### src/hw/rtl/object_merge_table_top_macros.svh
// assertion macros for the object merge table
// used by the sequencer; clock clk_i and reset rst_ni must be in scope
`ifndef OBJECT_MERGE_TABLE_TOP_MACROS_SVH
`define OBJECT_MERGE_TABLE_TOP_MACROS_SVH

`ifndef NO_ASSERTIONS

// check outside reset
`define OMT_ASSERT(name, prop, msg) \
  name: assert property (@(posedge clk_i) disable iff (!rst_ni) prop) else $error(msg);

// check at every edge, reset included
`define OMT_ASSERT_ALWAYS(name, prop, msg) \
  name: assert property (@(posedge clk_i) prop) else $error(msg);

`else

`define OMT_ASSERT(name, prop, msg)
`define OMT_ASSERT_ALWAYS(name, prop, msg)

`endif

`endif

### src/hw/rtl/omt_pkg.sv
// shared types, codes and constants of the object merge table
// no dependencies; imported by every rtl module of the block
package omt_pkg;

  localparam int unsigned TableDepthDefault = 16;

  localparam int unsigned CoordW   = 16;
  localparam int unsigned SizeW    = 16;
  localparam int unsigned KindW    = 2;
  localparam int unsigned RptW     = 5;
  localparam int unsigned SqW      = 2 * CoordW;
  localparam int unsigned SumW     = SqW + 1;
  localparam int unsigned CfgAddrW = 5;
  localparam int unsigned CfgDataW = 32;
  localparam int unsigned RegIdxW  = 3;

  // object kinds
  localparam logic [KindW-1:0] KIND_PLAIN     = 2'd0;
  localparam logic [KindW-1:0] KIND_BARREL    = 2'd1;
  localparam logic [KindW-1:0] KIND_CONTAINER = 2'd2;

  // register indexes (word address)
  localparam logic [RegIdxW-1:0] REG_MERGE_DIST = 3'd0;
  localparam logic [RegIdxW-1:0] REG_CONT_MAX   = 3'd1;
  localparam logic [RegIdxW-1:0] REG_CONT_MIN   = 3'd2;
  localparam logic [RegIdxW-1:0] REG_BARREL_MAX = 3'd3;
  localparam logic [RegIdxW-1:0] REG_BARREL_MIN = 3'd4;

  // register reset values
  localparam logic [SizeW-1:0] MERGE_DIST_RST = 16'd64;
  localparam logic [SizeW-1:0] CONT_MAX_RST   = 16'd282;
  localparam logic [SizeW-1:0] CONT_MIN_RST   = 16'd20;
  localparam logic [SizeW-1:0] BARREL_MAX_RST = 16'd154;
  localparam logic [SizeW-1:0] BARREL_MIN_RST = 16'd20;

  typedef enum logic [1:0] {
    ST_REJECTED = 2'd0,
    ST_MERGED   = 2'd1,
    ST_INSERTED = 2'd2,
    ST_FULL     = 2'd3
  } status_e;

  typedef enum logic [2:0] {
    S_IDLE,
    S_FILT,
    S_LIM,
    S_RD,
    S_SQX,
    S_SQY,
    S_CMP,
    S_END
  } omt_state_e;

  typedef struct packed {
    logic [KindW-1:0]         kind;
    logic signed [CoordW-1:0] centre_x;
    logic signed [CoordW-1:0] centre_y;
    logic [SizeW-1:0]         radius;
    logic [SizeW-1:0]         width;
    logic [SizeW-1:0]         height;
  } obj_req_t;

  typedef struct packed {
    status_e          status;
    logic [RptW-1:0]  merge_count;
    logic [RptW-1:0]  entry_count;
  } obj_rsp_t;

  typedef struct packed {
    logic [SizeW-1:0] merge_distance;
    logic [SizeW-1:0] container_side_max;
    logic [SizeW-1:0] container_side_min;
    logic [SizeW-1:0] barrel_radius_max;
    logic [SizeW-1:0] barrel_radius_min;
  } cfg_t;

  typedef struct packed {
    logic signed [CoordW-1:0] x;
    logic signed [CoordW-1:0] y;
    logic [KindW-1:0]         kind;
  } entry_t;

  // controls of the shared squaring unit
  typedef struct packed {
    logic prod_en;
    logic acc_load;
  } sq_ctrl_t;

  // floor of the mean of two signed coordinates
  function automatic logic signed [CoordW-1:0] floor_avg(
    input logic signed [CoordW-1:0] a,
    input logic signed [CoordW-1:0] b
  );
    logic [CoordW:0] s;
    s = {a[CoordW-1], a} + {b[CoordW-1], b};
    return s[CoordW:1];
  endfunction

endpackage

### src/hw/rtl/object_merge_table_top.sv
// object merge table: each request passes the size filter, then a walk over the stored entries
// (skipped when rejected by size or when the table is empty), then the result register.
// a new request is taken only back in idle, once its result is loaded; the shared squaring unit
// spends four steps (read, x square, y square, compare and write-back) on each entry.
// reset (asynchronous, active low) empties the table and restores the register defaults;
// table contents are not cleared, entries beyond the count are never read.
module object_merge_table_top import omt_pkg::*; #(
  parameter int unsigned TableDepth = TableDepthDefault
) (
  input  logic                clk_i,
  input  logic                rst_ni,
  input  logic                in_valid_i,
  output logic                in_stall_o,
  input  obj_req_t            in_req_i,
  output logic                out_valid_o,
  input  logic                out_stall_i,
  output obj_rsp_t            out_rsp_o,
  input  logic                psel,
  input  logic                penable,
  input  logic                pwrite,
  input  logic [CfgAddrW-1:0] paddr,
  input  logic [CfgDataW-1:0] pwdata,
  output logic [CfgDataW-1:0] prdata,
  output logic                pready
);

  localparam int unsigned IdxW = (TableDepth > 1) ? $clog2(TableDepth) : 1;

  cfg_t               cfg_q;
  logic [RegIdxW-1:0] reg_idx;
  logic               cfg_wr;
  logic [SizeW-1:0]   rd_val;

  logic            ram_wr_en;
  logic [IdxW-1:0] ram_wr_addr;
  entry_t          ram_wr_data;
  logic            ram_rd_en;
  logic [IdxW-1:0] ram_rd_addr;
  entry_t          ram_rd_data;

  sq_ctrl_t          sq_ctrl;
  logic [CoordW-1:0] sq_op;
  logic [SqW-1:0]    sq_prod;
  logic [SumW-1:0]   sq_sum;

  assign reg_idx = paddr[CfgAddrW-1:2];
  assign cfg_wr  = psel && penable && pwrite;
  assign pready  = 1'b1;

  // configuration registers
  always_ff @(posedge clk_i or negedge rst_ni) begin
    if (!rst_ni) begin
      cfg_q.merge_distance     <= MERGE_DIST_RST;
      cfg_q.container_side_max <= CONT_MAX_RST;
      cfg_q.container_side_min <= CONT_MIN_RST;
      cfg_q.barrel_radius_max  <= BARREL_MAX_RST;
      cfg_q.barrel_radius_min  <= BARREL_MIN_RST;
    end else if (cfg_wr) begin
      unique case (reg_idx)
        REG_MERGE_DIST: cfg_q.merge_distance     <= pwdata[SizeW-1:0];
        REG_CONT_MAX:   cfg_q.container_side_max <= pwdata[SizeW-1:0];
        REG_CONT_MIN:   cfg_q.container_side_min <= pwdata[SizeW-1:0];
        REG_BARREL_MAX: cfg_q.barrel_radius_max  <= pwdata[SizeW-1:0];
        REG_BARREL_MIN: cfg_q.barrel_radius_min  <= pwdata[SizeW-1:0];
        default: ;
      endcase
    end
  end

  // register read-back
  always_comb begin
    unique case (reg_idx)
      REG_MERGE_DIST: rd_val = cfg_q.merge_distance;
      REG_CONT_MAX:   rd_val = cfg_q.container_side_max;
      REG_CONT_MIN:   rd_val = cfg_q.container_side_min;
      REG_BARREL_MAX: rd_val = cfg_q.barrel_radius_max;
      REG_BARREL_MIN: rd_val = cfg_q.barrel_radius_min;
      default:        rd_val = '0;
    endcase
  end

  assign prdata = CfgDataW'(rd_val);

  // sequencer
  omt_ctrl #(
    .TableDepth(TableDepth)
  ) u_ctrl (
    .clk_i         (clk_i),
    .rst_ni        (rst_ni),
    .in_valid_i    (in_valid_i),
    .in_stall_o    (in_stall_o),
    .in_req_i      (in_req_i),
    .out_valid_o   (out_valid_o),
    .out_stall_i   (out_stall_i),
    .out_rsp_o     (out_rsp_o),
    .cfg_i         (cfg_q),
    .ram_wr_en_o   (ram_wr_en),
    .ram_wr_addr_o (ram_wr_addr),
    .ram_wr_data_o (ram_wr_data),
    .ram_rd_en_o   (ram_rd_en),
    .ram_rd_addr_o (ram_rd_addr),
    .ram_rd_data_i (ram_rd_data),
    .sq_ctrl_o     (sq_ctrl),
    .sq_op_o       (sq_op),
    .sq_prod_i     (sq_prod),
    .sq_sum_i      (sq_sum)
  );

  // stored objects
  omt_entry_ram #(
    .Depth(TableDepth)
  ) u_ram (
    .clk_i     (clk_i),
    .wr_en_i   (ram_wr_en),
    .wr_addr_i (ram_wr_addr),
    .wr_data_i (ram_wr_data),
    .rd_en_i   (ram_rd_en),
    .rd_addr_i (ram_rd_addr),
    .rd_data_o (ram_rd_data)
  );

  // shared squaring unit
  omt_sq_unit u_sq (
    .clk_i  (clk_i),
    .ctrl_i (sq_ctrl),
    .op_i   (sq_op),
    .prod_o (sq_prod),
    .sum_o  (sq_sum)
  );

endmodule

### src/hw/rtl/omt_entry_ram.sv
// single write port, single registered read port table of stored objects
// depends on omt_pkg for the entry type
module omt_entry_ram import omt_pkg::*; #(
  parameter int unsigned Depth = TableDepthDefault,
  localparam int unsigned IdxW = (Depth > 1) ? $clog2(Depth) : 1
) (
  input  logic            clk_i,
  input  logic            wr_en_i,
  input  logic [IdxW-1:0] wr_addr_i,
  input  entry_t          wr_data_i,
  input  logic            rd_en_i,
  input  logic [IdxW-1:0] rd_addr_i,
  output entry_t          rd_data_o
);

  entry_t mem [Depth];
  entry_t rd_data_q;

  // write and registered read
  always_ff @(posedge clk_i) begin
    if (wr_en_i) begin
      mem[wr_addr_i] <= wr_data_i;
    end
    if (rd_en_i) begin
      rd_data_q <= mem[rd_addr_i];
    end
  end

  assign rd_data_o = rd_data_q;

endmodule

### src/hw/rtl/omt_sq_unit.sv
// shared squaring unit: one 16x16 multiplier with a product and an accumulator register
// depends on omt_pkg for widths and the control struct
module omt_sq_unit import omt_pkg::*; (
  input  logic              clk_i,
  input  sq_ctrl_t          ctrl_i,
  input  logic [CoordW-1:0] op_i,
  output logic [SqW-1:0]    prod_o,
  output logic [SumW-1:0]   sum_o
);

  logic [SqW-1:0] prod_q;
  logic [SqW-1:0] acc_q;

  // square the operand, then hold the first square for the sum
  always_ff @(posedge clk_i) begin
    if (ctrl_i.prod_en) begin
      prod_q <= SqW'(op_i) * SqW'(op_i);
    end
    if (ctrl_i.acc_load) begin
      acc_q <= prod_q;
    end
  end

  assign prod_o = prod_q;
  assign sum_o  = SumW'(acc_q) + SumW'(prod_q);

endmodule

### src/hw/rtl/omt_ctrl.sv
// sequencer: size filter, walk over stored entries, merge write-back, append, result register
// depends on omt_pkg and the assertion macros; drives the entry ram and the squaring unit
`include "object_merge_table_top_macros.svh"

module omt_ctrl import omt_pkg::*; #(
  parameter int unsigned TableDepth = TableDepthDefault,
  localparam int unsigned CntW = $clog2(TableDepth + 1),
  localparam int unsigned IdxW = (TableDepth > 1) ? $clog2(TableDepth) : 1
) (
  input  logic              clk_i,
  input  logic              rst_ni,
  input  logic              in_valid_i,
  output logic              in_stall_o,
  input  obj_req_t          in_req_i,
  output logic              out_valid_o,
  input  logic              out_stall_i,
  output obj_rsp_t          out_rsp_o,
  input  cfg_t              cfg_i,
  output logic              ram_wr_en_o,
  output logic [IdxW-1:0]   ram_wr_addr_o,
  output entry_t            ram_wr_data_o,
  output logic              ram_rd_en_o,
  output logic [IdxW-1:0]   ram_rd_addr_o,
  input  entry_t            ram_rd_data_i,
  output sq_ctrl_t          sq_ctrl_o,
  output logic [CoordW-1:0] sq_op_o,
  input  logic [SqW-1:0]    sq_prod_i,
  input  logic [SumW-1:0]   sq_sum_i
);

  omt_state_e      state_q, state_d;
  obj_req_t        item_q;
  logic            reject_q;
  logic [SqW-1:0]  lim_q;
  logic [CntW-1:0] idx_q;
  logic [CntW-1:0] cnt_q;
  logic [CntW-1:0] merges_q;
  logic            out_valid_q;
  obj_rsp_t        out_q;

  logic              reject;
  logic              skip;
  logic              hit;
  logic              is_last;
  logic              full;
  logic              out_free;
  logic              append;
  logic              rsp_load;
  status_e           status;
  logic [CntW-1:0]   cnt_d;
  logic [CoordW:0]   dx;
  logic [CoordW:0]   dy;
  logic [CoordW-1:0] ax;
  logic [CoordW-1:0] ay;

  // size filter by kind
  always_comb begin
    unique case (item_q.kind)
      KIND_CONTAINER: reject = (item_q.width  > cfg_i.container_side_max) ||
                               (item_q.height > cfg_i.container_side_max) ||
                               (item_q.width  < cfg_i.container_side_min) ||
                               (item_q.height < cfg_i.container_side_min);
      KIND_BARREL:    reject = (item_q.radius > cfg_i.barrel_radius_max) ||
                               (item_q.radius < cfg_i.barrel_radius_min);
      default:        reject = 1'b0;
    endcase
  end

  // per-axis distance magnitudes against the entry just read
  assign dx = {item_q.centre_x[CoordW-1], item_q.centre_x} -
              {ram_rd_data_i.x[CoordW-1], ram_rd_data_i.x};
  assign dy = {item_q.centre_y[CoordW-1], item_q.centre_y} -
              {ram_rd_data_i.y[CoordW-1], ram_rd_data_i.y};
  assign ax = dx[CoordW] ? CoordW'(-dx) : dx[CoordW-1:0];
  assign ay = dy[CoordW] ? CoordW'(-dy) : dy[CoordW-1:0];

  // same centre but other kind never merges
  assign skip = (ram_rd_data_i.x == item_q.centre_x) &&
                (ram_rd_data_i.y == item_q.centre_y) &&
                (ram_rd_data_i.kind != item_q.kind);
  assign hit  = !skip && (sq_sum_i < {1'b0, lim_q});

  assign is_last  = (idx_q + CntW'(1)) == cnt_q;
  assign full     = cnt_q == CntW'(TableDepth);
  assign out_free = !out_valid_q || !out_stall_i;
  assign append   = !reject_q && (merges_q == '0) && !full;
  assign rsp_load = (state_q == S_END) && out_free;
  assign cnt_d    = append ? cnt_q + CntW'(1) : cnt_q;

  // result code
  always_comb begin
    priority if (reject_q) begin
      status = ST_REJECTED;
    end else if (merges_q != '0) begin
      status = ST_MERGED;
    end else if (!full) begin
      status = ST_INSERTED;
    end else begin
      status = ST_FULL;
    end
  end

  // next state
  always_comb begin
    state_d = state_q;
    unique case (state_q)
      S_IDLE: if (in_valid_i) state_d = S_FILT;
      S_FILT: state_d = reject ? S_END : S_LIM;
      S_LIM:  state_d = (cnt_q == '0) ? S_END : S_RD;
      S_RD:   state_d = S_SQX;
      S_SQX:  state_d = S_SQY;
      S_SQY:  state_d = S_CMP;
      S_CMP:  state_d = is_last ? S_END : S_RD;
      S_END:  if (out_free) state_d = S_IDLE;
      default: state_d = S_IDLE;
    endcase
  end

  // outputs towards the ram and the squaring unit
  always_comb begin
    in_stall_o         = state_q != S_IDLE;
    ram_rd_en_o        = state_q == S_RD;
    ram_rd_addr_o      = idx_q[IdxW-1:0];
    ram_wr_en_o        = 1'b0;
    ram_wr_addr_o      = idx_q[IdxW-1:0];
    ram_wr_data_o.x    = floor_avg(item_q.centre_x, ram_rd_data_i.x);
    ram_wr_data_o.y    = floor_avg(item_q.centre_y, ram_rd_data_i.y);
    ram_wr_data_o.kind = ram_rd_data_i.kind;
    sq_ctrl_o.prod_en  = 1'b0;
    sq_ctrl_o.acc_load = 1'b0;
    sq_op_o            = cfg_i.merge_distance;
    unique case (state_q)
      S_FILT: begin
        sq_ctrl_o.prod_en = 1'b1;
      end
      S_SQX: begin
        sq_ctrl_o.prod_en = 1'b1;
        sq_op_o           = ax;
      end
      S_SQY: begin
        sq_ctrl_o.prod_en  = 1'b1;
        sq_ctrl_o.acc_load = 1'b1;
        sq_op_o            = ay;
      end
      S_CMP: begin
        ram_wr_en_o = hit;
      end
      S_END: begin
        ram_wr_en_o        = out_free && append;
        ram_wr_addr_o      = cnt_q[IdxW-1:0];
        ram_wr_data_o.x    = item_q.centre_x;
        ram_wr_data_o.y    = item_q.centre_y;
        ram_wr_data_o.kind = item_q.kind;
      end
      default: ;
    endcase
  end

  // state, counters and result register
  always_ff @(posedge clk_i or negedge rst_ni) begin
    if (!rst_ni) begin
      state_q     <= S_IDLE;
      cnt_q       <= '0;
      idx_q       <= '0;
      merges_q    <= '0;
      reject_q    <= 1'b0;
      out_valid_q <= 1'b0;
    end else begin
      state_q <= state_d;
      if (state_q == S_FILT) begin
        reject_q <= reject;
        merges_q <= '0;
        idx_q    <= '0;
      end
      if (state_q == S_CMP) begin
        idx_q <= idx_q + CntW'(1);
        if (hit) merges_q <= merges_q + CntW'(1);
      end
      if (rsp_load) begin
        cnt_q       <= cnt_d;
        out_valid_q <= 1'b1;
      end else if (!out_stall_i) begin
        out_valid_q <= 1'b0;
      end
    end
  end

  // request capture, threshold and result payload
  always_ff @(posedge clk_i) begin
    if (state_q == S_IDLE && in_valid_i) begin
      item_q <= in_req_i;
    end
    if (state_q == S_LIM) begin
      lim_q <= sq_prod_i;
    end
    if (rsp_load) begin
      out_q.status      <= status;
      out_q.merge_count <= RptW'(merges_q);
      out_q.entry_count <= RptW'(cnt_d);
    end
  end

  assign out_valid_o = out_valid_q;
  assign out_rsp_o   = out_q;

  `OMT_ASSERT(a_cnt_bound, cnt_q <= CntW'(TableDepth), "entry count above depth")
  `OMT_ASSERT(a_cnt_step, (cnt_q - $past(cnt_q)) <= CntW'(1), "entry count jumped")
  `OMT_ASSERT(a_rd_range, (state_q == S_RD) |-> (idx_q < cnt_q), "read beyond valid entries")
  `OMT_ASSERT(a_merge_code, rsp_load |-> ((status == ST_MERGED) == (merges_q != '0)), "merge code mismatch")

endmodule

### config.mk
export PLATFORM = sky130hd
export DESIGN_NAME = object_merge_table_top
export DESIGN_NICKNAME = d
export VERILOG_FILES = /design/src/hw/rtl/omt_pkg.sv /design/src/hw/rtl/object_merge_table_top.sv /design/src/hw/rtl/omt_entry_ram.sv /design/src/hw/rtl/omt_sq_unit.sv /design/src/hw/rtl/omt_ctrl.sv
export VERILOG_INCLUDE_DIRS = /design/src /design/src/hw/rtl
export SDC_FILE = /design/constraint.sdc
export NUM_CORES = 2
export LEC_CHECK = 0
export BUFFER_PORTS_ARGS = -buffer_cell sky130_fd_sc_hd__buf_2
export CAP_MARGIN = 20
export CORE_UTILIZATION = 42
export DETAILED_ROUTE_END_ITERATION = 12
export SLEW_MARGIN = 10
export SYNTH_ARGS = -nofsm -noshare
export SYNTH_HDL_FRONTEND = slang
export SYNTH_SLANG_ARGS = --single-unit
### constraint.sdc
create_clock -name clk_i -period 10.5 [get_ports clk_i]
set_input_delay 2.1 -clock clk_i [delete_from_list [all_inputs] [get_ports clk_i]]
set_output_delay 2.1 -clock clk_i [all_outputs]
set_load 0.03 [all_outputs]
==> results.cfg <==
[grt]
grtUsageTotal_pct = 20.07
first_global_vias = 29000
grt_max_degree = 98
grt_overflow = 0
grt_pass1_wl_mm = 176.8
antenna_found_initial = 5

[sta]
max_slew_margin_pct = 26.22
slew_violations = 0
setup_viol = 0
timing.fmax_mhz = 100.6
tightest_slew_ns = 1.104
min_period_over_period_pct = 94.68
hold_ws_ns = 0.4861
period_minus_slack_ns = 9.941
rsz0062_at_grt = no
skew_ns = 0.07614
tns_ns = 0
hold_viol = 0

[floorplanning]
die-area_sq_um = 115800
coreArea_sq_um = 113000
start_util_pct = 42.55
fp.dieH_um = 340.3
die_x_um = 340.3
placementRows = 123
ioPinCount = 173

[cells_and_area]
nets = 4392
post-route-util_pct = 47.97
mostFrequentLayoutCell = edfxtp_1
final_area_sq_um = 54190
syn2layout_area_growth_pct = 12.75
mostFrequentLayoutCells = edfxtp_1, inv_1, ha_1
drive_above_1_share_pct = 17.07

[synthesis]
async_flop_share_pct = 11.56
ys_warn_count = 0
yosysSeqAreaShare_pct = 53.04
synth_seq_cells = 865
ys_top_cells_by_area = edfxtp_1, ha_1, mux4_2, fa_1, dfrtp_1
synth_cell_types = 99
synth_top_area_cell = edfxtp_1
synth_area_sq_um = 48060
synth_top_area_share_pct = 47.80
postSynthAreaPerCell_sq_um = 13.41
ys.flop_type = edfxtp_1
syn_inst = 3585
synth_edf_count = 765

[cts]
cts_resized = 0
path_clk_slew_ns = 0.06
cts_buffer_depth = 3
hold_buffers = 0
htree_num_levels = 3
cts_setup_buffers = 0
clock-sinks = 865
numCtsBuffers = 92
clk_latency_ns = 0.71
cts_tree = built
cts-root-buf = clkbuf_16

[route]
routed_wl_mm = 115.9
dr.pass1.iters = 7
wire_per_inst_um = 21.65
via_per_inst = 5.401
drc = 0
vias = 28900
antenna_left = 0
first_iter_violations = 1997

[critical_path]
crit_fanout = 15
reg2reg_to = u_sq.prod_o[26]
start_kind = flip-flop
rr_startpoint = u_ram.rd_data_o[2]
rr_worst_depth = 32
path_class = reg2reg
end_kind = flip-flop
worstPathArrival_ns = 10.33
cp_slowest_cell = a221o_1
reg2reg_slack_ns = 0.56
cpPeakStageDelay_ns = 0.64
path_common_cell = fa_1
required_ns = 10.89

[status]
status = completed

[worst_hold_path]
hold_depth = 0
min_from = u_sq.prod_o[21]
holdPathEnd = u_ctrl.lim_q[21]
hp-class = reg2reg

[place]
dpl.hpwl_mm = 79.68
gp_congestion = 0.8773
port_buffers = 137
dpl_cell_area_sq_um = 50910

[job]
drv_cap = 0
==> sequential cells by signal, indices dropped and copies added (netlist names), 3 cells and up <==
name	count
cfg_q	80
u_ctrl.cnt_q	5
u_ctrl.idx_q	5
u_ctrl.item_q	82
u_ctrl.lim_q	31
u_ctrl.merges_q	5
u_ctrl.out_rsp_o	12
u_ctrl.state_q	3
u_ram.mem	544
u_ram.rd_data_o	34
u_sq.acc_q	31
u_sq.prod_o	31
==> final cells by class <==
| class | instances | area, sq um |
|---|---|---|
| clock buffer | 109 | 2376 |
| antenna | 2 | 5.005 |
| sequential | 865 | 25500 |
| timing repair buffer | 229 | 1476 |
| inverter | 403 | 1513 |
| multi-input combinational | 2181 | 20600 |
| tap | 1500 | 1877 |
| fill | 9930 | 58770 |
| clock inverter | 62 | 838.3 |
==> metrics by stage <==
stage          instances  worst slack [ns]
2_1_floorplan       3600             1.663
3_3_place_gp        5166            0.6717
3_5_place_dp        5173            0.6052
4_1_cts             5344            0.5448
5_1_grt             5350           0.01893
6_report            5351            0.5591
==> synth_stat cells, types with 9 or more instances <==
library cell and instances:
o31ai_1 11, inv_1 398, a31oi_1 10, mux2_2 40, buf_1 13, nor3_1 53, a211oi_1 20, dfstp_2 13
nor3b_1 14, buf_4 20, o211ai_1 9, ha_1 327, edfxtp_1 765, nand4_1 31, a21oi_1 130, xnor2_1 93
a21o_1 65, and2_1 39, fa_1 167, clkbuf_1 102, a2111oi_0 9, nor2b_1 32, nand2_1 218, mux4_2 170
o21bai_1 14, nand3_1 49, o22ai_1 21, o21ai_0 153, nor2_1 193, a22oi_1 27, mux2i_1 21, buf_2 13
or3_1 13, dfrtp_1 87, xor2_1 45, nand2b_1 29, nor4_1 11, o21a_1 39
==> how the worst max path moves through the flow <==
| stage | start | end | cells past startpoint |
|---|---|---|---|
| 3_3_place_gp | u_ram.rd_data_o[18] | u_sq.prod_o[31] | 33 |
| 2_1_floorplan | u_ram.rd_data_o[18] | u_sq.prod_o[31] | 34 |
| 3_5_place_dp | u_ctrl.item_q[52] | u_sq.prod_o[30] | 31 |
| 4_1_cts | u_ctrl.item_q[48] | u_sq.prod_o[26] | 33 |
| 6_report | u_ram.rd_data_o[2] | u_sq.prod_o[26] | 32 |
| 5_1_grt | u_ram.rd_data_o[3] | u_sq.prod_o[31] | 34 |
==> kinds of logic after synthesis <==
family | count (synthesis) | share of synthesized area (%)
XOR/XNOR | 139 | 2.549
other | 2 | 0.01563
AO/OA/AOI/OAI | 581 | 7.914
flip-flops | 865 | 53.04
AND/OR/NAND/NOR | 718 | 7.102
buffers and inverters | 554 | 4.551
multiplexers | 232 | 9.364
adder cells (fa/ha/maj) | 494 | 15.47
==> worst max-delay path, delay by kind of cell, from the launching register on <==
kind                     cells  cell delay (ns)
AO/OA/AOI/OAI               13             3.77
XOR/XNOR                     2             0.49
adder cells (fa/ha/maj)      9             4.02
buffers and inverters        3             0.14
flip-flops                   1             0.39
AND/OR/NAND/NOR              5             0.79
==> metal layers <==
layer | vias up | wire length [um] | track usage, %
met3 | 151 | 6534 | 3.206
met4 | 4 | 2482 | 4.867
met5 | - | 19 | 0
met1 | 14490 | 50760 | 27.51
met2 | 802 | 56070 | 33.38
li1 | 13450 | - | -
Power is left out: the tool's default activity adds up to more than one toggle a clock period on the data nets, which glitch-free logic cannot reach.
